## config.mk

```make
export PLATFORM = sky130hd
export DESIGN_NAME = ultrasonic_echo_ranger_zones_unit
export DESIGN_NICKNAME = d
export VERILOG_FILES = /design/src/design/uerz_pkg.sv /design/src/design/uerz_echo_timer.sv /design/src/design/ultrasonic_echo_ranger_zones_unit.sv
export SDC_FILE = /design/constraint.sdc
export NUM_CORES = 1
export LEC_CHECK = 0
export BUFFER_PORTS_ARGS = -buffer_cell sky130_fd_sc_hd__buf_2
export CORE_AREA = 3 3 230 119
export DETAILED_ROUTE_END_ITERATION = 16
export DIE_AREA = 0 0 233 122
export GPL_TIMING_DRIVEN = 0
export PLACE_DENSITY = 0.63
export SLEW_MARGIN = 20
export SYNTH_ARGS = -nofsm -noshare
export SYNTH_HDL_FRONTEND = slang
export SYNTH_SLANG_ARGS = --single-unit
```

## constraint.sdc

```tcl
create_clock -name clk -period 3.78 [get_ports clk]
set_clock_uncertainty 0.05 [all_clocks]
set_input_delay 0.756 -clock clk [delete_from_list [all_inputs] [get_ports clk]]
set_output_delay 0.756 -clock clk [all_outputs]
set_load 0.01 [all_outputs]
```

## src/design/uerz_pkg.sv

```systemverilog
package uerz_pkg;

  localparam int WIDTH_W  = 16;
  localparam int PERIOD_W = 20;
  localparam int PULSE_W  = 4;
  localparam int INDEX_W  = 3;
  localparam int CFG_W    = 20;
  localparam int IN_W     = 8;
  localparam int OUT_W    = 40;

  typedef enum logic [INDEX_W-1:0] {
    REG_ZONE_LIMIT_RED    = 3'd0,
    REG_ZONE_LIMIT_ORANGE = 3'd1,
    REG_ZONE_LIMIT_YELLOW = 3'd2,
    REG_ZONE_LIMIT_GREEN  = 3'd3,
    REG_BEEP_LIMIT_NEAR   = 3'd4,
    REG_BEEP_LIMIT_FAR    = 3'd5,
    REG_TRIGGER_PERIOD    = 3'd6
  } reg_index_t;

  localparam logic [1:0] BEEP_NONE = 2'd0;
  localparam logic [1:0] BEEP_FAST = 2'd1;
  localparam logic [1:0] BEEP_SLOW = 2'd2;

  localparam logic [2:0] ZONE_RED    = 3'd0;
  localparam logic [2:0] ZONE_ORANGE = 3'd1;
  localparam logic [2:0] ZONE_YELLOW = 3'd2;
  localparam logic [2:0] ZONE_GREEN  = 3'd3;
  localparam logic [2:0] ZONE_OFF    = 3'd4;

  localparam logic [WIDTH_W-1:0]  RST_ZONE_LIMIT_RED    = 16'd1160;
  localparam logic [WIDTH_W-1:0]  RST_ZONE_LIMIT_ORANGE = 16'd2320;
  localparam logic [WIDTH_W-1:0]  RST_ZONE_LIMIT_YELLOW = 16'd4640;
  localparam logic [WIDTH_W-1:0]  RST_ZONE_LIMIT_GREEN  = 16'd9280;
  localparam logic [WIDTH_W-1:0]  RST_BEEP_LIMIT_NEAR   = 16'd1160;
  localparam logic [WIDTH_W-1:0]  RST_BEEP_LIMIT_FAR    = 16'd2320;
  localparam logic [PERIOD_W-1:0] RST_TRIGGER_PERIOD    = 20'd60000;

  typedef struct packed {
    logic               done;
    logic [WIDTH_W-1:0] width;
  } echo_result_t;

endpackage

```

## src/design/uerz_echo_timer.sv

```systemverilog
module uerz_echo_timer #(
  parameter int COUNT_BITS = 16
) (
  input  logic                  clk,
  input  logic                  rst,
  input  logic                  advance,
  input  logic                  level,
  output uerz_pkg::echo_result_t result
);
  import uerz_pkg::*;

  localparam int CNT_W = (COUNT_BITS >= WIDTH_W) ? WIDTH_W : COUNT_BITS;
  localparam logic [CNT_W-1:0] CNT_MAX = {CNT_W{1'b1}};

  logic             busy;
  logic             busy_next;
  logic [CNT_W-1:0] count;
  logic [CNT_W-1:0] count_next;

  always_comb begin
    busy_next    = busy;
    count_next   = count;
    result.done  = 1'b0;
    result.width = '0;
    if (level) begin
      busy_next = 1'b1;
      if (!busy) begin
        count_next = CNT_W'(1);
      end else if (count != CNT_MAX) begin
        count_next = count + CNT_W'(1);
      end
    end else if (busy) begin
      busy_next    = 1'b0;
      count_next   = '0;
      result.done  = 1'b1;
      result.width = WIDTH_W'(count);
    end
  end

  always_ff @(posedge clk) begin
    if (rst) begin
      busy  <= 1'b0;
      count <= '0;
    end else if (advance) begin
      busy  <= busy_next;
      count <= count_next;
    end
  end

endmodule

```

## src/design/ultrasonic_echo_ranger_zones_unit.sv

```systemverilog
// Channel  Dir  Handshake                      Content
// s_axis   in   s_axis_tvalid / s_axis_tready  echo levels of one tick
// m_axis   out  m_axis_tvalid / m_axis_tready  trigger, echo widths, beep and zone codes
// cfg      in   cfg_valid / cfg_ready          limit and period registers
//
// One item per cycle unless the output stalls; a result shows in the next cycle.
// The single output register refills in the cycle it is drained.
// Reset clears all timing state and loads the register defaults.
// A stalled output holds s_axis_tready low; cfg_ready is always high.
module ultrasonic_echo_ranger_zones_unit #(
  parameter int TRIG_WIDTH = 10,
  parameter int COUNT_BITS = 16
) (
  input  logic                           clk,
  input  logic                           rst,
  input  logic                           s_axis_tvalid,
  output logic                           s_axis_tready,
  // [0] echo_front, [1] echo_back, [7:2] zero
  input  logic [uerz_pkg::IN_W-1:0]      s_axis_tdata,
  output logic                           m_axis_tvalid,
  input  logic                           m_axis_tready,
  // [0] trigger_level, [1] front_done, [17:2] front_width, [19:18] beep_code,
  // [20] back_done, [36:21] back_width, [39:37] led_zone
  output logic [uerz_pkg::OUT_W-1:0]     m_axis_tdata,
  input  logic                           cfg_valid,
  output logic                           cfg_ready,
  input  logic [uerz_pkg::INDEX_W-1:0]   cfg_index,
  input  logic [uerz_pkg::CFG_W-1:0]     cfg_data
);
  import uerz_pkg::*;

  logic [WIDTH_W-1:0]  zone_limit_red;
  logic [WIDTH_W-1:0]  zone_limit_orange;
  logic [WIDTH_W-1:0]  zone_limit_yellow;
  logic [WIDTH_W-1:0]  zone_limit_green;
  logic [WIDTH_W-1:0]  beep_limit_near;
  logic [WIDTH_W-1:0]  beep_limit_far;
  logic [PERIOD_W-1:0] trigger_period;

  logic [PERIOD_W-1:0] period_count;
  logic [PERIOD_W-1:0] period_count_next;
  logic [PULSE_W-1:0]  pulse_count;
  logic [PULSE_W-1:0]  pulse_count_next;
  logic [PULSE_W-1:0]  pulse_load;
  logic                trig;
  logic                accept;
  logic [1:0]          beep;
  logic [2:0]          zone;
  echo_result_t        front;
  echo_result_t        back;

  assign cfg_ready     = 1'b1;
  assign s_axis_tready = !m_axis_tvalid || m_axis_tready;
  assign accept        = s_axis_tvalid && s_axis_tready;

  always_ff @(posedge clk) begin
    if (rst) begin
      zone_limit_red    <= RST_ZONE_LIMIT_RED;
      zone_limit_orange <= RST_ZONE_LIMIT_ORANGE;
      zone_limit_yellow <= RST_ZONE_LIMIT_YELLOW;
      zone_limit_green  <= RST_ZONE_LIMIT_GREEN;
      beep_limit_near   <= RST_BEEP_LIMIT_NEAR;
      beep_limit_far    <= RST_BEEP_LIMIT_FAR;
      trigger_period    <= RST_TRIGGER_PERIOD;
    end else if (cfg_valid && cfg_ready) begin
      unique case (cfg_index)
        REG_ZONE_LIMIT_RED:    zone_limit_red    <= cfg_data[WIDTH_W-1:0];
        REG_ZONE_LIMIT_ORANGE: zone_limit_orange <= cfg_data[WIDTH_W-1:0];
        REG_ZONE_LIMIT_YELLOW: zone_limit_yellow <= cfg_data[WIDTH_W-1:0];
        REG_ZONE_LIMIT_GREEN:  zone_limit_green  <= cfg_data[WIDTH_W-1:0];
        REG_BEEP_LIMIT_NEAR:   beep_limit_near   <= cfg_data[WIDTH_W-1:0];
        REG_BEEP_LIMIT_FAR:    beep_limit_far    <= cfg_data[WIDTH_W-1:0];
        REG_TRIGGER_PERIOD:    trigger_period    <= cfg_data;
        default: begin
        end
      endcase
    end
  end

  always_comb begin
    pulse_load       = (period_count == '0) ? PULSE_W'(TRIG_WIDTH) : pulse_count;
    trig             = (pulse_load != '0);
    pulse_count_next = trig ? pulse_load - PULSE_W'(1) : pulse_load;
    if (({1'b0, period_count} + (PERIOD_W+1)'(1)) >= {1'b0, trigger_period}) begin
      period_count_next = '0;
    end else begin
      period_count_next = period_count + PERIOD_W'(1);
    end
  end

  always_ff @(posedge clk) begin
    if (rst) begin
      period_count <= '0;
      pulse_count  <= '0;
    end else if (accept) begin
      period_count <= period_count_next;
      pulse_count  <= pulse_count_next;
    end
  end

  uerz_echo_timer #(.COUNT_BITS(COUNT_BITS)) u_front (
    .clk     (clk),
    .rst     (rst),
    .advance (accept),
    .level   (s_axis_tdata[0]),
    .result  (front)
  );

  uerz_echo_timer #(.COUNT_BITS(COUNT_BITS)) u_back (
    .clk     (clk),
    .rst     (rst),
    .advance (accept),
    .level   (s_axis_tdata[1]),
    .result  (back)
  );

  always_comb begin
    beep = BEEP_NONE;
    if (front.done) begin
      priority if (front.width < beep_limit_near) begin
        beep = BEEP_FAST;
      end else if (front.width < beep_limit_far) begin
        beep = BEEP_SLOW;
      end else begin
        beep = BEEP_NONE;
      end
    end
  end

  always_comb begin
    zone = ZONE_OFF;
    if (back.done) begin
      priority if (back.width < zone_limit_red) begin
        zone = ZONE_RED;
      end else if (back.width < zone_limit_orange) begin
        zone = ZONE_ORANGE;
      end else if (back.width < zone_limit_yellow) begin
        zone = ZONE_YELLOW;
      end else if (back.width < zone_limit_green) begin
        zone = ZONE_GREEN;
      end else begin
        zone = ZONE_OFF;
      end
    end
  end

  always_ff @(posedge clk) begin
    if (rst) begin
      m_axis_tvalid <= 1'b0;
    end else if (accept) begin
      m_axis_tvalid <= 1'b1;
    end else if (m_axis_tready) begin
      m_axis_tvalid <= 1'b0;
    end
  end

  always_ff @(posedge clk) begin
    if (accept) begin
      m_axis_tdata <= {zone, back.width, back.done, beep, front.width, front.done, trig};
    end
  end

endmodule

```

After elaboration in Yosys (flattened, before gate mapping):

Index checks and enable logic that the tools add are counted.

* bits in registers: 215
* logic and storage cells: 90

* $add $sub $neg: 5
* magnitude comparators: 7
* equality and inequality tests: 10
* multiplexer cells: 25
* bitwise gates (word level): 2
* reduce and logical (&&, ||, !) cells: 21

Operator list (count)
* $mux 16: 8
* $lt 16x16->1: 6
* $mux 17: 4
* $add 16x1->16 const B: 2
* $ne 16x16->1 const B: 2
* $add 20x1->21 const B: 1
* $ge 21x20->1: 1
* $add 20x1->20 const B: 1
* $logic_not 20->1: 1
* $mux 20: 1
* $reduce_and 2->1: 7
* $mux 3: 4
* $eq 3x3->1 const B: 3
* $mux 4: 2
* $eq 3x2->1 const B: 2
* $ne 3x3->1 const B: 2
* $reduce_and 3->1: 2
* $reduce_bool 2->1: 3
* $mux 1: 5
* $reduce_bool 4->1: 1
* $reduce_or 2->1: 2
* $sub 4x1->4 const B: 1
* $eq 3x1->1 const B: 1
* $logic_not 3->1: 1
* other kinds (6): 7

Longest topological paths before layout:

* word-level depth: 7
* gate-level depth with buffers: 15

Hierarchy:

Synthesis repeated with hierarchy kept, for this count alone.

* cell total of the unflattened synthesis: 1387
* area, all modules: 11816.3 um^2

Modules (own cells, without submodules)
* ultrasonic_echo_ranger_zones_unit: instances 1, cells an instance 1091, area each 9461.6 um^2, sequential area each 4023.9 um^2
* uerz_echo_timer: instances 2, cells an instance 148, area each 1177.4 um^2, sequential area each 340.3 um^2

Worst setup path after synthesis:

No wires, ideal clock.

* path type: input -> register
* start: input m_axis_tready
* end: register pulse_count[2]
* setup time: 0.132 ns
* arrival time: 3.019 ns
* setup slack: 0.578 ns
* cell stages on the path: 7
* path buffers: 1
* cell sequence: nand2b_1 -> nand2_1 -> inv_1 -> clkbuf_1 -> o21ai_0 -> nand2_1 -> a21oi_1

* word-level cells in the longest chain between the ends: 2

Ends and longest elaborated chain
* start, declared: RTL line ultrasonic_echo_ranger_zones_unit.sv:21 `input logic m_axis_tready,`
* $logic_or 1x1->1: RTL line ultrasonic_echo_ranger_zones_unit.sv:53 `assign s_axis_tready = !m_axis_tvalid || m_axis_tready;`
* $logic_and 1x1->1: RTL line ultrasonic_echo_ranger_zones_unit.sv:54 `assign accept = s_axis_tvalid && s_axis_tready;`
* via accept: RTL line ultrasonic_echo_ranger_zones_unit.sv:46 `logic accept;`
* end signal, assigned: RTL line ultrasonic_echo_ranger_zones_unit.sv:97 `pulse_count <= pulse_count_next;`
* end, declared: RTL line ultrasonic_echo_ranger_zones_unit.sv:42 `logic [PULSE_W-1:0] pulse_count;`

The timed path passes the listed nets, and every way through them passes these cells.
A chain may end at the register's enable or synchronous reset.

Worst setup path in the final report:

* start: register period_count[0]
* end: register period_count[10]

* word-level cells in the longest chain between the ends: 3
* elaborated cells on any way between the ends: 4

Ends and longest elaborated chain
* start, declared: RTL line ultrasonic_echo_ranger_zones_unit.sv:40 `logic [PERIOD_W-1:0] period_count;`
* start signal, assigned: RTL line ultrasonic_echo_ranger_zones_unit.sv:96 `period_count <= period_count_next;`
* $add 20x1->21: RTL line ultrasonic_echo_ranger_zones_unit.sv:84 `if (({1'b0, period_count} + (PERIOD_W+1)'(1)) >= {1'b0, trigger_period}) begin`
* $ge 21x20->1: RTL line ultrasonic_echo_ranger_zones_unit.sv:84
* $mux 20 *: RTL line ultrasonic_echo_ranger_zones_unit.sv:84

Every way passes the cells marked *; elsewhere a longest branch is shown, timed or not.

==> summary by stage <==
Finish
Registers take 4700 sq um. The largest registers in the layout are m_axis_tdata (40), period_count (20), trigger_period (20). The final non-filler cell area is 13000 sq um. Compared with the post-synthesis result, the final layout area differs by 13.8%. The register with the most flip-flops in the final layout is m_axis_tdata.

The number of inserted filler cells in the final layout is 2388. In the final layout, the multi-input gates occupy 6030 sq um. The number of flip-flops in the largest register is 40. The layout cell share with drive strength beyond 1 is 8.98%.

Excluding fillers, the count of instances in the completed layout stands at 1814. For this run, the post-layout net count is 1605. The count of inserted antenna diode cells is 0.

Global route
The number of antenna violations at the first check in global routing is 1. For this run, global-route usage on met2 was measured as between 30% and 40%. The first global-routing pass estimated 51.1 mm of wire. The total routing resource utilization after global routing is 23.2%. Global routing used 4.44% of the available met3 tracks. The most used routing layer is met2. The met1 global-route usage is approximately a third. The via count of the first global-routing pass is 9283. The final global-route overflow total is 0. Entering global routing, the biggest net connects 45 pins.

Synth
The number of storage elements in the synthesis netlist is 215. The primary flip-flop cell chosen by synthesis mapping is dfxtp_1. The number of enable flip-flop cells after synthesis is 40. The largest area contributor in the netlist is dfxtp_1. In the synthesized netlist, the cells that appear most often are nand2_1 (265), dfxtp_1 (175), inv_1 (132). Each instance of the synthesized netlist takes up on average 8.40 sq um. The number of library cell types mapped by synthesis is between 60 and 70. The share of synthesized area occupied by flip-flops and latches is 41.1%.

The share of Yosys cell area claimed by the top area cell type is approximately 31%. Synthesis produced a netlist whose cell count is around 1400. Of all flip-flops after synthesis, the portion carrying an async set or reset was 0%. During synthesis, Yosys emitted a total of 0 warnings. The mapped netlist covers 11500 sq um.

The number of nets in the synthesized netlist is 1514. By area the synthesized netlist is led by dfxtp_1 (31%), ha_1 (13%), edfxtp_1 (10%), nand2_1 (8.7%), a21oi_1 (5.7%). By instance count, the leading cell after synthesis is nand2_1.

Die
The number of ports placed on the die boundary is 79. The die height is between 100 and 150 microns. The region available for standard cell placement spans 25300 sq um. The die is 233 microns wide.

The full die area is 28400 sq um. Once the floorplan was initialized, standard cells occupied 45.3% of the core. The site row count is 41.

Power
Combinational logic burns 7.4% of the power. The clock group share of total power is 45.2%. Internal power comes to 3.85 mW. The share of total power dissipated in sequential elements is 47.4%. In this run the power spent charging and discharging nets is 1.26 mW. Net switching is 24.7% of the power.

The leakage component of the power is 5.23 nW. Power spread over the standard cell area amounts to 393 nW/um^2. The worst supply voltage drop on vdd is 281 uV.

STA
The maximum clock rate is between 200 and 300 MHz. The post-route fraction of the period consumed by the critical path is 93.2%. The final hold violation count is 0. In this run the tightest slew margin relative to its limit is 39.1%. The final max-slew violation count is 0. The transition time at the pin with the least slew margin is 914 ps.

Summed over all failing endpoints, the final setup total negative slack is 0 ps. Subtracting the final worst setup slack from the clock period gives 3520 ps. Setup violations remaining at the end of the flow were counted as 0. Setup repair after global routing left no endpoint under its margin.

Place
The post-detailed-placement cell area is 12200 sq um. The routability congestion estimate from global placement is 0.866. The number of buffers inserted by port buffering is 66.

Once placement completed, the tool counted placed cells totaling ~1800. The half-perimeter wire length after detailed placement is 23.9 mm.

Run status
The run finished with clean final reports.

Detailed routing
The number of detailed-route iterations in the first pass is 5. The DRC violation total after the first TritonRoute iteration is 778. The wire length per cell after detailed routing is 18.4 microns. The via density per instance is 5.53.

The detail route stage leaves a number of antenna-violating nets equal to 0. For this run, design rule violations remaining after detail routing come to 0. The routed layout has 10000 vias. The routed wire length is 33.4 mm.

Worst setup path
STA classifies the critical path startpoint as a register. Along the worst path, the maximum fanout reaches 10. The sort of element at the end of the critical path is a register. The data arrival at the endpoint of the critical path is 3860 ps. STA puts the critical path data required time at 4120 ps. The critical path is of the register to register type.

Clock network
The clock tree from TritonCTS is yes. In this run the clock root is driven by a clkbuf_16. Counting the buffers created by CTS gives 22. The longest clock path from root to sink contains 3 buffers. Hold repair after CTS inserted 0 buffers. The insertion delay of the later-clocked pin in the worst-skew pair is 520 ps. The maximum level of the CTS H-tree is 1. The TritonCTS sink count is 215.

Clock-pin slew was measured on the worst setup and hold paths at roughly 70 ps.

Job
The max capacitance violation total is 0.

Min path
The class of the worst hold path is register to register.
## layout make-up
cell class / instances / area share [%]
well taps: 344 / 3.30
flip-flops and latches: 215 / 36.1
clock inverters: 6 / 0.509
clock buffers: 34 / 5.32
plain buffers: 60 / 1.94
multi-input cells: 956 / 46.3
repair buffers: 67 / 2.75
inverters: 132 / 3.80
## path summary, 6_finish.rpt
| path | from | end | slack [ps] | cells after the start |
|---|---|---|---|---|
| max | period_count[0] | period_count[10] | 260 | 12 |
| max reg2reg | period_count[0] | period_count[10] | 260 | 12 |
| min | zone_limit_red[9] | zone_limit_red[9] | 400 | 2 |
| min reg2reg | zone_limit_red[9] | zone_limit_red[9] | 400 | 2 |
## through the flow
step           hold WS (ps)  setup slack [ps]  util [%]  power (mW)
3_5_place_dp            397              -358      48.4        2.85
3_3_place_gp            394              -956      48.3        2.83
6_report                403               258      51.5        5.11
4_1_cts                 406              86.5      51.4        5.14
5_1_grt                 418              63.7      51.5        5.29
2_1_floorplan           381               578         -        2.69
## cells in the final DEF, fill, tap and decap left out, types with 25 or more instances in the layout
cell type / count
clkbuf_1: 52
inv_1: 132
clkbuf_16: 25
o21ai_0: 29
edfxtp_1: 40
buf_2: 74
nor2_1: 56
dfxtp_1: 175
o211ai_1: 32
nand3_1: 49
ha_1: 114
nand2_1: 265
a21oi_1: 130
and2_1: 33
xnor2_1: 26
## cells by family (layout without fill, tap and decap cells)
kind of cell    Yosys count  after routing  synth area share, %
other cells               1              1               0.0327
flops                   215            215                 41.1
simple gates            514            514                 21.1
xor+xnor                 41             41                 3.14
compound gates          284            284                 15.5
fa+ha+maj               115            115                 12.6
buf+inv                 192            299                 6.48
mux                       1              1               0.0874
## worst max-delay path, cell delays in order, from the launching register on
cell,delay [ps]
dfxtp_1,500
ha_2,330
nand4_1,120
or4_4,480
or2_4,290
xnor2_1,130
ha_1,300
nand3_1,130
nor2_1,290
o311ai_4,290
nand3_4,230
buf_6,170
o32ai_1,90
## power groups by stage
stage / Combinational, mW / Clock [mW] / Sequential, mW
5_1_grt: 0.422 / 2.44 / 2.43
3_5_place_dp: 0.376 / 0 / 2.47
3_3_place_gp: 0.361 / 0 / 2.47
2_1_floorplan: 0.207 / 0 / 2.48
4_1_cts: 0.379 / 2.34 / 2.42
6_report: 0.380 / 2.31 / 2.42
## repair_timing
item,4_1_cts,5_1_grt
resized for setup,1,8
endpoints found under the hold margin,0,0
pin swaps,0,1
setup buffers,0,0
setup endpoints to repair,2,17
## layer usage
| layer | vias up | share of wire (%) |
|---|---|---|
| met4 | 2 | 2.5 |
| met5 | - | 0.027 |
| met1 | 4751 | 48 |
| li1 | 4892 | - |
| met3 | 59 | 7.2 |
| met2 | 336 | 42 |
Note: power is estimated with default switching activity, not from simulation.
